===== src/hdl/jsu_pkg.sv =====
// Package for the JSON string unescape block: decode modes, result kinds,
// command records between front and back end, and the hex digit decoder.
// No dependencies.
`default_nettype none
package jsu_pkg;

  typedef enum logic [2:0] {
    MODE_NORMAL = 3'd0,
    MODE_ESCAPE = 3'd1,
    MODE_HEX0   = 3'd2,
    MODE_HEX1   = 3'd3,
    MODE_HEX2   = 3'd4,
    MODE_HEX3   = 3'd5
  } mode_t;

  localparam logic [1:0] KIND_DATA  = 2'd0;
  localparam logic [1:0] KIND_END   = 2'd1;
  localparam logic [1:0] KIND_ERROR = 2'd2;

  typedef enum logic [1:0] {
    CMD_BYTE = 2'd0,
    CMD_END  = 2'd1,
    CMD_ERR  = 2'd2,
    CMD_CODE = 2'd3
  } cmd_op_t;

  typedef struct packed {
    cmd_op_t     op;
    logic [15:0] data;
  } cmd_t;

  typedef struct packed {
    logic not_empty;
    logic full;
  } q_status_t;

  localparam logic [7:0] TERM_RESET   = 8'h22;
  localparam logic [7:0] CH_BACKSLASH = 8'h5C;
  localparam logic [7:0] CH_QUOTE     = 8'h22;
  localparam logic [7:0] CH_SLASH     = 8'h2F;
  localparam logic [7:0] CH_B         = 8'h62;
  localparam logic [7:0] CH_F         = 8'h66;
  localparam logic [7:0] CH_N         = 8'h6E;
  localparam logic [7:0] CH_R         = 8'h72;
  localparam logic [7:0] CH_T         = 8'h74;
  localparam logic [7:0] CH_U         = 8'h75;
  localparam logic [7:0] BYTE_BS      = 8'h08;
  localparam logic [7:0] BYTE_FF      = 8'h0C;
  localparam logic [7:0] BYTE_LF      = 8'h0A;
  localparam logic [7:0] BYTE_CR      = 8'h0D;
  localparam logic [7:0] BYTE_TAB     = 8'h09;

  localparam logic [7:0] UTF8_LEAD2 = 8'hC0;
  localparam logic [7:0] UTF8_LEAD3 = 8'hE0;
  localparam logic [7:0] UTF8_CONT  = 8'h80;

  // Returns {valid, value} for one ASCII hex digit in either case.
  function automatic logic [4:0] hex_value(input logic [7:0] c);
    logic [4:0] r;
    r = 5'd0;
    if (c >= 8'h30 && c <= 8'h39) begin
      r = {1'b1, c[3:0]};
    end else if ((c >= 8'h61 && c <= 8'h66) || (c >= 8'h41 && c <= 8'h46)) begin
      r = {1'b1, c[3:0] + 4'd9};
    end
    return r;
  endfunction

endpackage
`default_nettype wire


===== src/hdl/jsu_front.sv =====
// Front end of the JSON string unescape block: accepts raw bytes, tracks the
// escape state and pushes one command per byte that yields results.
// Depends on jsu_pkg.
`default_nettype none
module jsu_front
  import jsu_pkg::*;
(
  input  wire logic      clk,
  input  wire logic      rst_n,
  input  wire logic      cfg_we,
  input  wire logic [7:0] cfg_data,
  input  wire logic      accept,
  input  wire logic [7:0] in_byte,
  output logic           push,
  output cmd_t           push_cmd
);

  mode_t       mode_r, mode_nxt;
  logic [15:0] acc_r, acc_nxt;
  logic [7:0]  term_r;
  logic [4:0]  hex;
  logic [15:0] acc_shift;

  always_ff @(posedge clk) begin
    if (!rst_n) begin
      mode_r <= MODE_NORMAL;
      acc_r  <= '0;
      term_r <= TERM_RESET;
    end else begin
      mode_r <= mode_nxt;
      acc_r  <= acc_nxt;
      if (cfg_we) begin
        term_r <= cfg_data;
      end
    end
  end

  assign hex       = hex_value(in_byte);
  assign acc_shift = {acc_r[11:0], hex[3:0]};

  always_comb begin
    mode_nxt = mode_r;
    acc_nxt  = acc_r;
    push     = 1'b0;
    push_cmd = '{op: CMD_BYTE, data: {8'h00, in_byte}};
    if (accept) begin
      unique case (mode_r)
        MODE_ESCAPE: begin
          mode_nxt = MODE_NORMAL;
          push     = 1'b1;
          unique case (in_byte)
            CH_BACKSLASH, CH_QUOTE, CH_SLASH: push_cmd.data = {8'h00, in_byte};
            CH_B: push_cmd.data = {8'h00, BYTE_BS};
            CH_F: push_cmd.data = {8'h00, BYTE_FF};
            CH_N: push_cmd.data = {8'h00, BYTE_LF};
            CH_R: push_cmd.data = {8'h00, BYTE_CR};
            CH_T: push_cmd.data = {8'h00, BYTE_TAB};
            CH_U: begin
              push     = 1'b0;
              mode_nxt = MODE_HEX0;
              acc_nxt  = '0;
            end
            default: push = 1'b0;
          endcase
        end
        MODE_HEX0, MODE_HEX1, MODE_HEX2, MODE_HEX3: begin
          if (!hex[4]) begin
            mode_nxt = MODE_NORMAL;
            acc_nxt  = '0;
            push     = 1'b1;
            push_cmd = '{op: CMD_ERR, data: 16'h0000};
          end else if (mode_r == MODE_HEX3) begin
            mode_nxt = MODE_NORMAL;
            acc_nxt  = '0;
            push     = 1'b1;
            push_cmd = '{op: CMD_CODE, data: acc_shift};
          end else begin
            acc_nxt = acc_shift;
            unique case (mode_r)
              MODE_HEX0: mode_nxt = MODE_HEX1;
              MODE_HEX1: mode_nxt = MODE_HEX2;
              default:   mode_nxt = MODE_HEX3;
            endcase
          end
        end
        default: begin
          mode_nxt = MODE_NORMAL;
          if (in_byte == CH_BACKSLASH) begin
            mode_nxt = MODE_ESCAPE;
          end else if (in_byte == term_r) begin
            push     = 1'b1;
            push_cmd = '{op: CMD_END, data: 16'h0000};
          end else begin
            push = 1'b1;
          end
        end
      endcase
    end
  end

endmodule
`default_nettype wire


===== src/hdl/jsu_queue.sv =====
// Short command queue between front and back end of the unescape block.
// Depends on jsu_pkg.
`default_nettype none
module jsu_queue
  import jsu_pkg::*;
#(
  parameter int DEPTH = 4
) (
  input  wire logic clk,
  input  wire logic rst_n,
  input  wire logic push,
  input  cmd_t      push_cmd,
  input  wire logic pop,
  output cmd_t      head,
  output q_status_t status
);

  localparam int PW = (DEPTH > 1) ? $clog2(DEPTH) : 1;
  localparam int CW = $clog2(DEPTH + 1);
  localparam logic [PW-1:0] LAST_PTR = PW'(DEPTH - 1);
  localparam logic [CW-1:0] FULL_CNT = CW'(DEPTH);

  cmd_t          entries_r [DEPTH];
  logic [PW-1:0] wr_ptr_r, rd_ptr_r;
  logic [CW-1:0] count_r;

  always_ff @(posedge clk) begin
    if (push) begin
      entries_r[wr_ptr_r] <= push_cmd;
    end
  end

  always_ff @(posedge clk) begin
    if (!rst_n) begin
      wr_ptr_r <= '0;
      rd_ptr_r <= '0;
      count_r  <= '0;
    end else begin
      if (push) begin
        wr_ptr_r <= (wr_ptr_r == LAST_PTR) ? '0 : wr_ptr_r + PW'(1);
      end
      if (pop) begin
        rd_ptr_r <= (rd_ptr_r == LAST_PTR) ? '0 : rd_ptr_r + PW'(1);
      end
      if (push && !pop) begin
        count_r <= count_r + CW'(1);
      end else if (pop && !push) begin
        count_r <= count_r - CW'(1);
      end
    end
  end

  assign head             = entries_r[rd_ptr_r];
  assign status.not_empty = (count_r != '0);
  assign status.full      = (count_r == FULL_CNT);

endmodule
`default_nettype wire


===== src/hdl/jsu_back.sv =====
// Back end of the unescape block: expands queued commands into result items,
// one per cycle unless stalled, into the output register. Depends on jsu_pkg.
`default_nettype none
module jsu_back
  import jsu_pkg::*;
(
  input  wire logic       clk,
  input  wire logic       rst_n,
  input  cmd_t            head,
  input  q_status_t       status,
  output logic            pop,
  output logic            out_valid,
  input  wire logic       out_stall,
  output logic [7:0]      out_byte,
  output logic [1:0]      out_kind,
  output logic            out_last
);

  logic       out_valid_r;
  logic [7:0] byte_r;
  logic [1:0] kind_r;
  logic       last_r;
  logic [1:0] idx_r, idx_nxt;
  logic [1:0] last_idx;
  logic [7:0] sel_byte;
  logic [1:0] sel_kind;
  logic       load, is_last;
  logic [15:0] code;

  assign code = head.data;
  assign load = status.not_empty && (!out_valid_r || !out_stall);

  always_comb begin
    last_idx = 2'd0;
    sel_byte = code[7:0];
    sel_kind = KIND_DATA;
    unique case (head.op)
      CMD_END: begin
        sel_byte = 8'h00;
        sel_kind = KIND_END;
      end
      CMD_ERR: begin
        sel_byte = 8'h00;
        sel_kind = KIND_ERROR;
      end
      CMD_CODE: begin
        if (code[15:7] == '0) begin
          sel_byte = code[7:0];
        end else if (code[15:11] == '0) begin
          last_idx = 2'd1;
          sel_byte = (idx_r == 2'd0) ? (UTF8_LEAD2 | {3'b000, code[10:6]})
                                     : (UTF8_CONT | {2'b00, code[5:0]});
        end else begin
          last_idx = 2'd2;
          unique case (idx_r)
            2'd0:    sel_byte = UTF8_LEAD3 | {4'h0, code[15:12]};
            2'd1:    sel_byte = UTF8_CONT | {2'b00, code[11:6]};
            default: sel_byte = UTF8_CONT | {2'b00, code[5:0]};
          endcase
        end
      end
      default: sel_byte = code[7:0];
    endcase
  end

  assign is_last = (idx_r == last_idx);
  assign pop     = load && is_last;

  always_comb begin
    idx_nxt = idx_r;
    if (load) begin
      idx_nxt = is_last ? 2'd0 : idx_r + 2'd1;
    end
  end

  always_ff @(posedge clk) begin
    if (!rst_n) begin
      out_valid_r <= 1'b0;
      idx_r       <= 2'd0;
    end else begin
      idx_r <= idx_nxt;
      if (load) begin
        out_valid_r <= 1'b1;
      end else if (!out_stall) begin
        out_valid_r <= 1'b0;
      end
    end
  end

  always_ff @(posedge clk) begin
    if (load) begin
      byte_r <= sel_byte;
      kind_r <= sel_kind;
      last_r <= is_last;
    end
  end

  assign out_valid = out_valid_r;
  assign out_byte  = byte_r;
  assign out_kind  = kind_r;
  assign out_last  = last_r;

endmodule
`default_nettype wire


===== src/hdl/json_string_unescape_top.sv =====
// Top level of the JSON string unescape block: front end, command queue and
// back end. Depends on jsu_pkg, jsu_front, jsu_queue and jsu_back.
//
// The block takes one byte of a JSON string body per cycle unless in_stall is
// high and hands out one result item per cycle unless out_stall holds it. The
// first result of a byte is written into a queue entry and from there loaded
// into the output register. Each result-producing byte becomes one command in a
// queue of QUEUE_DEPTH entries; the back end hands out the results of a command
// one at a time, so a u escape for a three-byte UTF-8 sequence yields three
// result items from its six input bytes. Input is stalled only when the queue
// is full, which happens when the output side stalls for long.
`default_nettype none
module json_string_unescape_top
  import jsu_pkg::*;
#(
  parameter int QUEUE_DEPTH = 4
) (
  input  wire logic       clk,
  input  wire logic       rst_n,
  input  wire logic       cfg_we,
  input  wire logic [7:0] cfg_data,
  input  wire logic       in_valid,
  output logic            in_stall,
  input  wire logic [7:0] in_byte,
  output logic            out_valid,
  input  wire logic       out_stall,
  output logic [7:0]      out_byte,
  output logic [1:0]      out_kind,
  output logic            out_last
);

  logic      accept, push, pop;
  cmd_t      push_cmd, head;
  q_status_t status;

  assign in_stall = status.full;
  assign accept   = in_valid && !in_stall;

  jsu_front u_front (
    .clk      (clk),
    .rst_n    (rst_n),
    .cfg_we   (cfg_we),
    .cfg_data (cfg_data),
    .accept   (accept),
    .in_byte  (in_byte),
    .push     (push),
    .push_cmd (push_cmd)
  );

  jsu_queue #(
    .DEPTH (QUEUE_DEPTH)
  ) u_queue (
    .clk      (clk),
    .rst_n    (rst_n),
    .push     (push),
    .push_cmd (push_cmd),
    .pop      (pop),
    .head     (head),
    .status   (status)
  );

  jsu_back u_back (
    .clk       (clk),
    .rst_n     (rst_n),
    .head      (head),
    .status    (status),
    .pop       (pop),
    .out_valid (out_valid),
    .out_stall (out_stall),
    .out_byte  (out_byte),
    .out_kind  (out_kind),
    .out_last  (out_last)
  );

  a_no_push_when_full: assert property (@(posedge clk) disable iff (!rst_n)
    push |-> !status.full)
    else $error("command pushed into a full queue");

  a_pop_needs_entry: assert property (@(posedge clk) disable iff (!rst_n)
    pop |-> status.not_empty)
    else $error("command popped from an empty queue");

  a_marker_form: assert property (@(posedge clk) disable iff (!rst_n)
    (out_valid && out_kind != KIND_DATA) |-> (out_last && out_byte == 8'h00))
    else $error("end or error item without last flag or with nonzero byte");

  a_new_item_source: assert property (@(posedge clk) disable iff (!rst_n)
    $rose(out_valid) |-> $past(status.not_empty))
    else $error("result item appeared without a queued command");

endmodule
`default_nettype wire


===== config.mk =====
export PLATFORM = sky130hd
export DESIGN_NAME = json_string_unescape_top
export DESIGN_NICKNAME = d
export VERILOG_FILES = /design/src/hdl/jsu_pkg.sv /design/src/hdl/jsu_front.sv /design/src/hdl/jsu_queue.sv /design/src/hdl/jsu_back.sv /design/src/hdl/json_string_unescape_top.sv
export SDC_FILE = /design/constraint.sdc
export NUM_CORES = 1
export LEC_CHECK = 0
export BUFFER_PORTS_ARGS = -buffer_cell sky130_fd_sc_hd__buf_2
export CAP_MARGIN = 10
export CORE_UTILIZATION = 55
export CTS_CLUSTER_DIAMETER = 40
export DETAILED_ROUTE_END_ITERATION = 12
export GPL_ROUTABILITY_DRIVEN = 0
export PLACE_DENSITY = 0.77
export SLEW_MARGIN = 40
export SYNTH_ARGS = -nofsm -noshare
export SYNTH_HDL_FRONTEND = slang
export SYNTH_SLANG_ARGS = --single-unit

===== constraint.sdc =====
create_clock -name clk -period 3.7 [get_ports clk]
set_input_delay 0.925 -clock clk [delete_from_list [all_inputs] [get_ports clk]]
set_output_delay 0.925 -clock clk [all_outputs]
set_load 0.03 [all_outputs]

==> flow_metrics.tcl <==
set metrics [dict create \
    outcome "completed" \
    grt_max_degree 29 \
    initial_core_util_pct 56.8 \
    crit_chain "buf_12 > mux4_2 > or4_4 > or3_1 > a21o_1 > nand2_1 > nand2_1 > ha_1 > inv_1 > fa_1 > xor2_1 > or3_1 > a21oi_1" \
    critPathMaxFanout 13 \
    hold_ws_ns 0.461 \
    crit_arrival_ns 3.96 \
    wl_um 11700 \
    ys_seq_elements 118 \
    netlist_instances 447 \
    hold_viol_final 0 \
    syn-num-nets 482 \
    cts_buffers 17 \
    max_stage_delay_ns 0.58 \
    tightestPinTransition_ns 0.707 \
    ctsRootBufferMaster "clkbuf_8" \
    fmax_mhz 283 \
    die_area_um2 10500 \
    cts_tree "yes" \
    n_antenna_cell 0 \
    row_count 36 \
    crit_family "simple AND/OR/NAND/NOR gates" \
    dr.first_iter.drc_count 208 \
    pwr-share-comb_pct 27.0 \
    critical_path_class "reg -> reg" \
    switching_share_pct 30.6 \
    drcViolationCount 0 \
    grt_usage_pct 24.4 \
    die-height_um 102 \
    power_frac_clock_pct 33.8 \
    grt_pass1_wl_um 18700 \
    hpwl_um 7950 \
    worstSkewPairLatency_ns 0.51 \
    clkSlewWorstSetupHoldPaths_ns 0.06 \
    holdCritPathClass "reg -> reg" \
    post_drt_via_cell_ratio 6.02 \
    fin_worst_skew_ns 0.00699 \
    cpMaxStageDelayCell "or4_4" \
    power_frac_seq_pct 39.2 \
    syn2layout_area_growth_pct 18.1 \
    finalCritPeriodShare_pct 95.4 \
    final.setup.tns_ns 0 \
    dieWidth_um 102 \
    grt-ovfl-total 0 \
    max_slew_margin_pct 52.3 \
    dp_slack_ns 0.0312 \
    clkSinkCount 118 \
    critical_path_buf_inv_count 2 \
    netlist-cell-type-count 63 \
    ys.flop_type "edfxtp_1" \
    ys.warnings.count 0 \
    synth_area_um2 5550 \
    wl_per_cell_um 18.3 \
    power_density_nw_per_um2 666 \
    fillers 695 \
    cts_buffer_depth 2 \
    nets 531 \
    first_global_vias 3870 \
    critPathCaptureType "flop" \
    avgSynthCellArea_um2 12.4 \
    synthArstFlopShare_pct 0 \
    synth_seq_area_share_pct 57.5 \
    leakage_nw 2.33 \
    intPower_mw 3.03 \
    rsz0062_at_grt "no" \
    post_cts_buffers 0 \
    worst_slack_ns 0.169 \
    htree_levels 4 \
    max_cap_viol_count 0 \
    io_buffers 33 \
    antenna_found_initial 0 \
    cp.required_ns 4.13 \
    total_power_mw 4.36 \
    ios 34 \
    drive_gt1_share_pct 22.0 \
    drt-pass1-iter-count 4 \
    core_area_um2 9770 \
    start_kind "flop" \
    drv_slew 0 \
    layout_min_cycle_time_ns 3.53 \
    synth-edff-count 83 \
    vias 3867 \
    ir_drop_v 0.000393 \
    finalSetupViolCount 0 \
    p_sw_mw 1.34 \
    ant_nets 0 \
]
-- state kept, by name, summed over array words and instances (netlist names), 2 cells and up, named ones only --
name and count:
u_front.mode_r 3, u_front.acc_r 12, u_back.idx_r 2, u_queue.rd_ptr_r 2
u_back.out_kind 2, u_queue.wr_ptr_r 2, u_queue.entries_r 72, u_queue.count_r 3
u_front.term_r 8, u_back.out_byte 8
-- cells in the mapped netlist, types with 3 or more instances --
cell type  instances  area, um2
a211oi_1           4       30.0
a21o_1             3       22.5
a21oi_1           17       85.1
a22o_1             3       26.3
a22oi_1           14        105
a31oi_1            3       18.8
and2_1            19        119
and3_1             3       18.8
clkbuf_1          20       75.1
dfxtp_1           35        701
edfxtp_1          83       2490
ha_1              13        163
inv_1             17       63.8
mux2i_1           11        110
mux4_1             5        131
mux4_2            13        293
nand2_1           23       86.3
nand2b_1           3       18.8
nand3_1           10       50.1
nand4_1            3       18.8
nor2_1            39        146
nor2b_1            4       25.0
nor3_1             6       30.0
nor3b_1            3       22.5
nor4_1             3       18.8
o211ai_1           5       37.5
o21ai_0           16       80.1
o22ai_1            7       43.8
o2bb2ai_1          3       26.3
or3_1              5       31.3
or4_1              3       22.5
xnor2_1           10       87.6
xor2_1             4       35.0
-- cell usage in the layout (no fill, tap or decap), drive strengths merged, types with 4 or more instances in the layout --
cell,n
mux4,18
nand3,10
nor3,7
o22ai,7
a211oi,4
mux2i,11
buf,55
nor2b,4
dfxtp,35
nor2,39
clkinv,4
a21oi,18
and2,19
edfxtp,83
xor2,4
clkbuf,26
xnor2,10
or3,5
a22oi,14
nand2,23
ha,13
inv,19
o211ai,5
o21ai,16
-- power groups by stage --
stage	clock [mW]	sequential (mW)	combinational, mW
after global routing	1.55	1.74	1.28
after detailed placement	0	1.74	1.14
after global placement	0	1.73	1.11
final	1.47	1.71	1.18
after CTS	1.49	1.71	1.15
after floorplan	0	1.86	0.695
-- repair_timing --
item / CTS / global route
gates resized for setup: 0 / 3
setup endpoints to repair: 0 / 1
hold buffers: 0 / 0
-- cells by family (layout without fill, tap and decap cells) --
family	Yosys count	after routing	share of synthesized area, %
simple gates	135	135	12.7
flops	118	118	57.5
compound gates	93	93	11.4
buf+inv	43	105	3.09
mux	30	30	9.82
fa+ha+maj	14	14	3.29
xor+xnor	14	14	2.21
-- worst register-to-register path, stage by stage (launching register included) --
cell     delay, ns
dfxtp_1       0.36
buf_12        0.17
mux4_2        0.57
or4_4         0.58
or3_1         0.32
a21o_1        0.19
nand2_1       0.14
nand2_1       0.11
ha_1          0.23
inv_1         0.07
fa_1          0.18
xor2_1        0.08
or3_1         0.32
a21oi_1       0.14
-- area by class of cell --
| cell class | count | area [um2] | area share, % |
|---|---|---|---|
| well taps | 133 | 166 | 2.54 |
| flip-flops and latches | 118 | 3190 | 48.7 |
| repair buffers | 55 | 355 | 5.42 |
| multi-input cells | 286 | 2220 | 33.9 |
| inverters | 18 | 67.6 | 1.03 |
| clock inverters | 6 | 41.3 | 0.630 |
| clock buffers | 26 | 508 | 7.75 |
-- final timing paths --
path | cells past startpoint | end | startpoint | slack [ns]
min | 2 | u_back.out_valid$_SDFFE_PN0P_ | u_back.out_valid$_SDFFE_PN0P_ | 0.46
max | 13 | u_queue.count_r[2]$_SDFFE_PN0P_ | flop | 0.17
max reg2reg | 13 | u_queue.count_r[2]$_SDFFE_PN0P_ | flop | 0.17
min reg2reg | 2 | u_back.out_valid$_SDFFE_PN0P_ | u_back.out_valid$_SDFFE_PN0P_ | 0.46
-- per-layer routing --
metal	global-route usage [%]	part of all wire (%)	up-vias
met1	28.0	41	1886
met2	42.4	51	148
met5	0	0	-
met3	6.84	5.1	29
li1	-	-	1804
met4	10.9	2.6	0
-- through the flow --
stage | utilization, % | cell area (um2) | instances
CTS | 66.9 | 6540 | 642
finish | 67.1 | 6560 | 642
floorplan | - | 5570 | 447
global placement | 61.2 | 5980 | 610
detailed placement | 61.3 | 5990 | 610
global route | 67.1 | 6560 | 642
No activity file was read; power rests on OpenSTA's default activity.
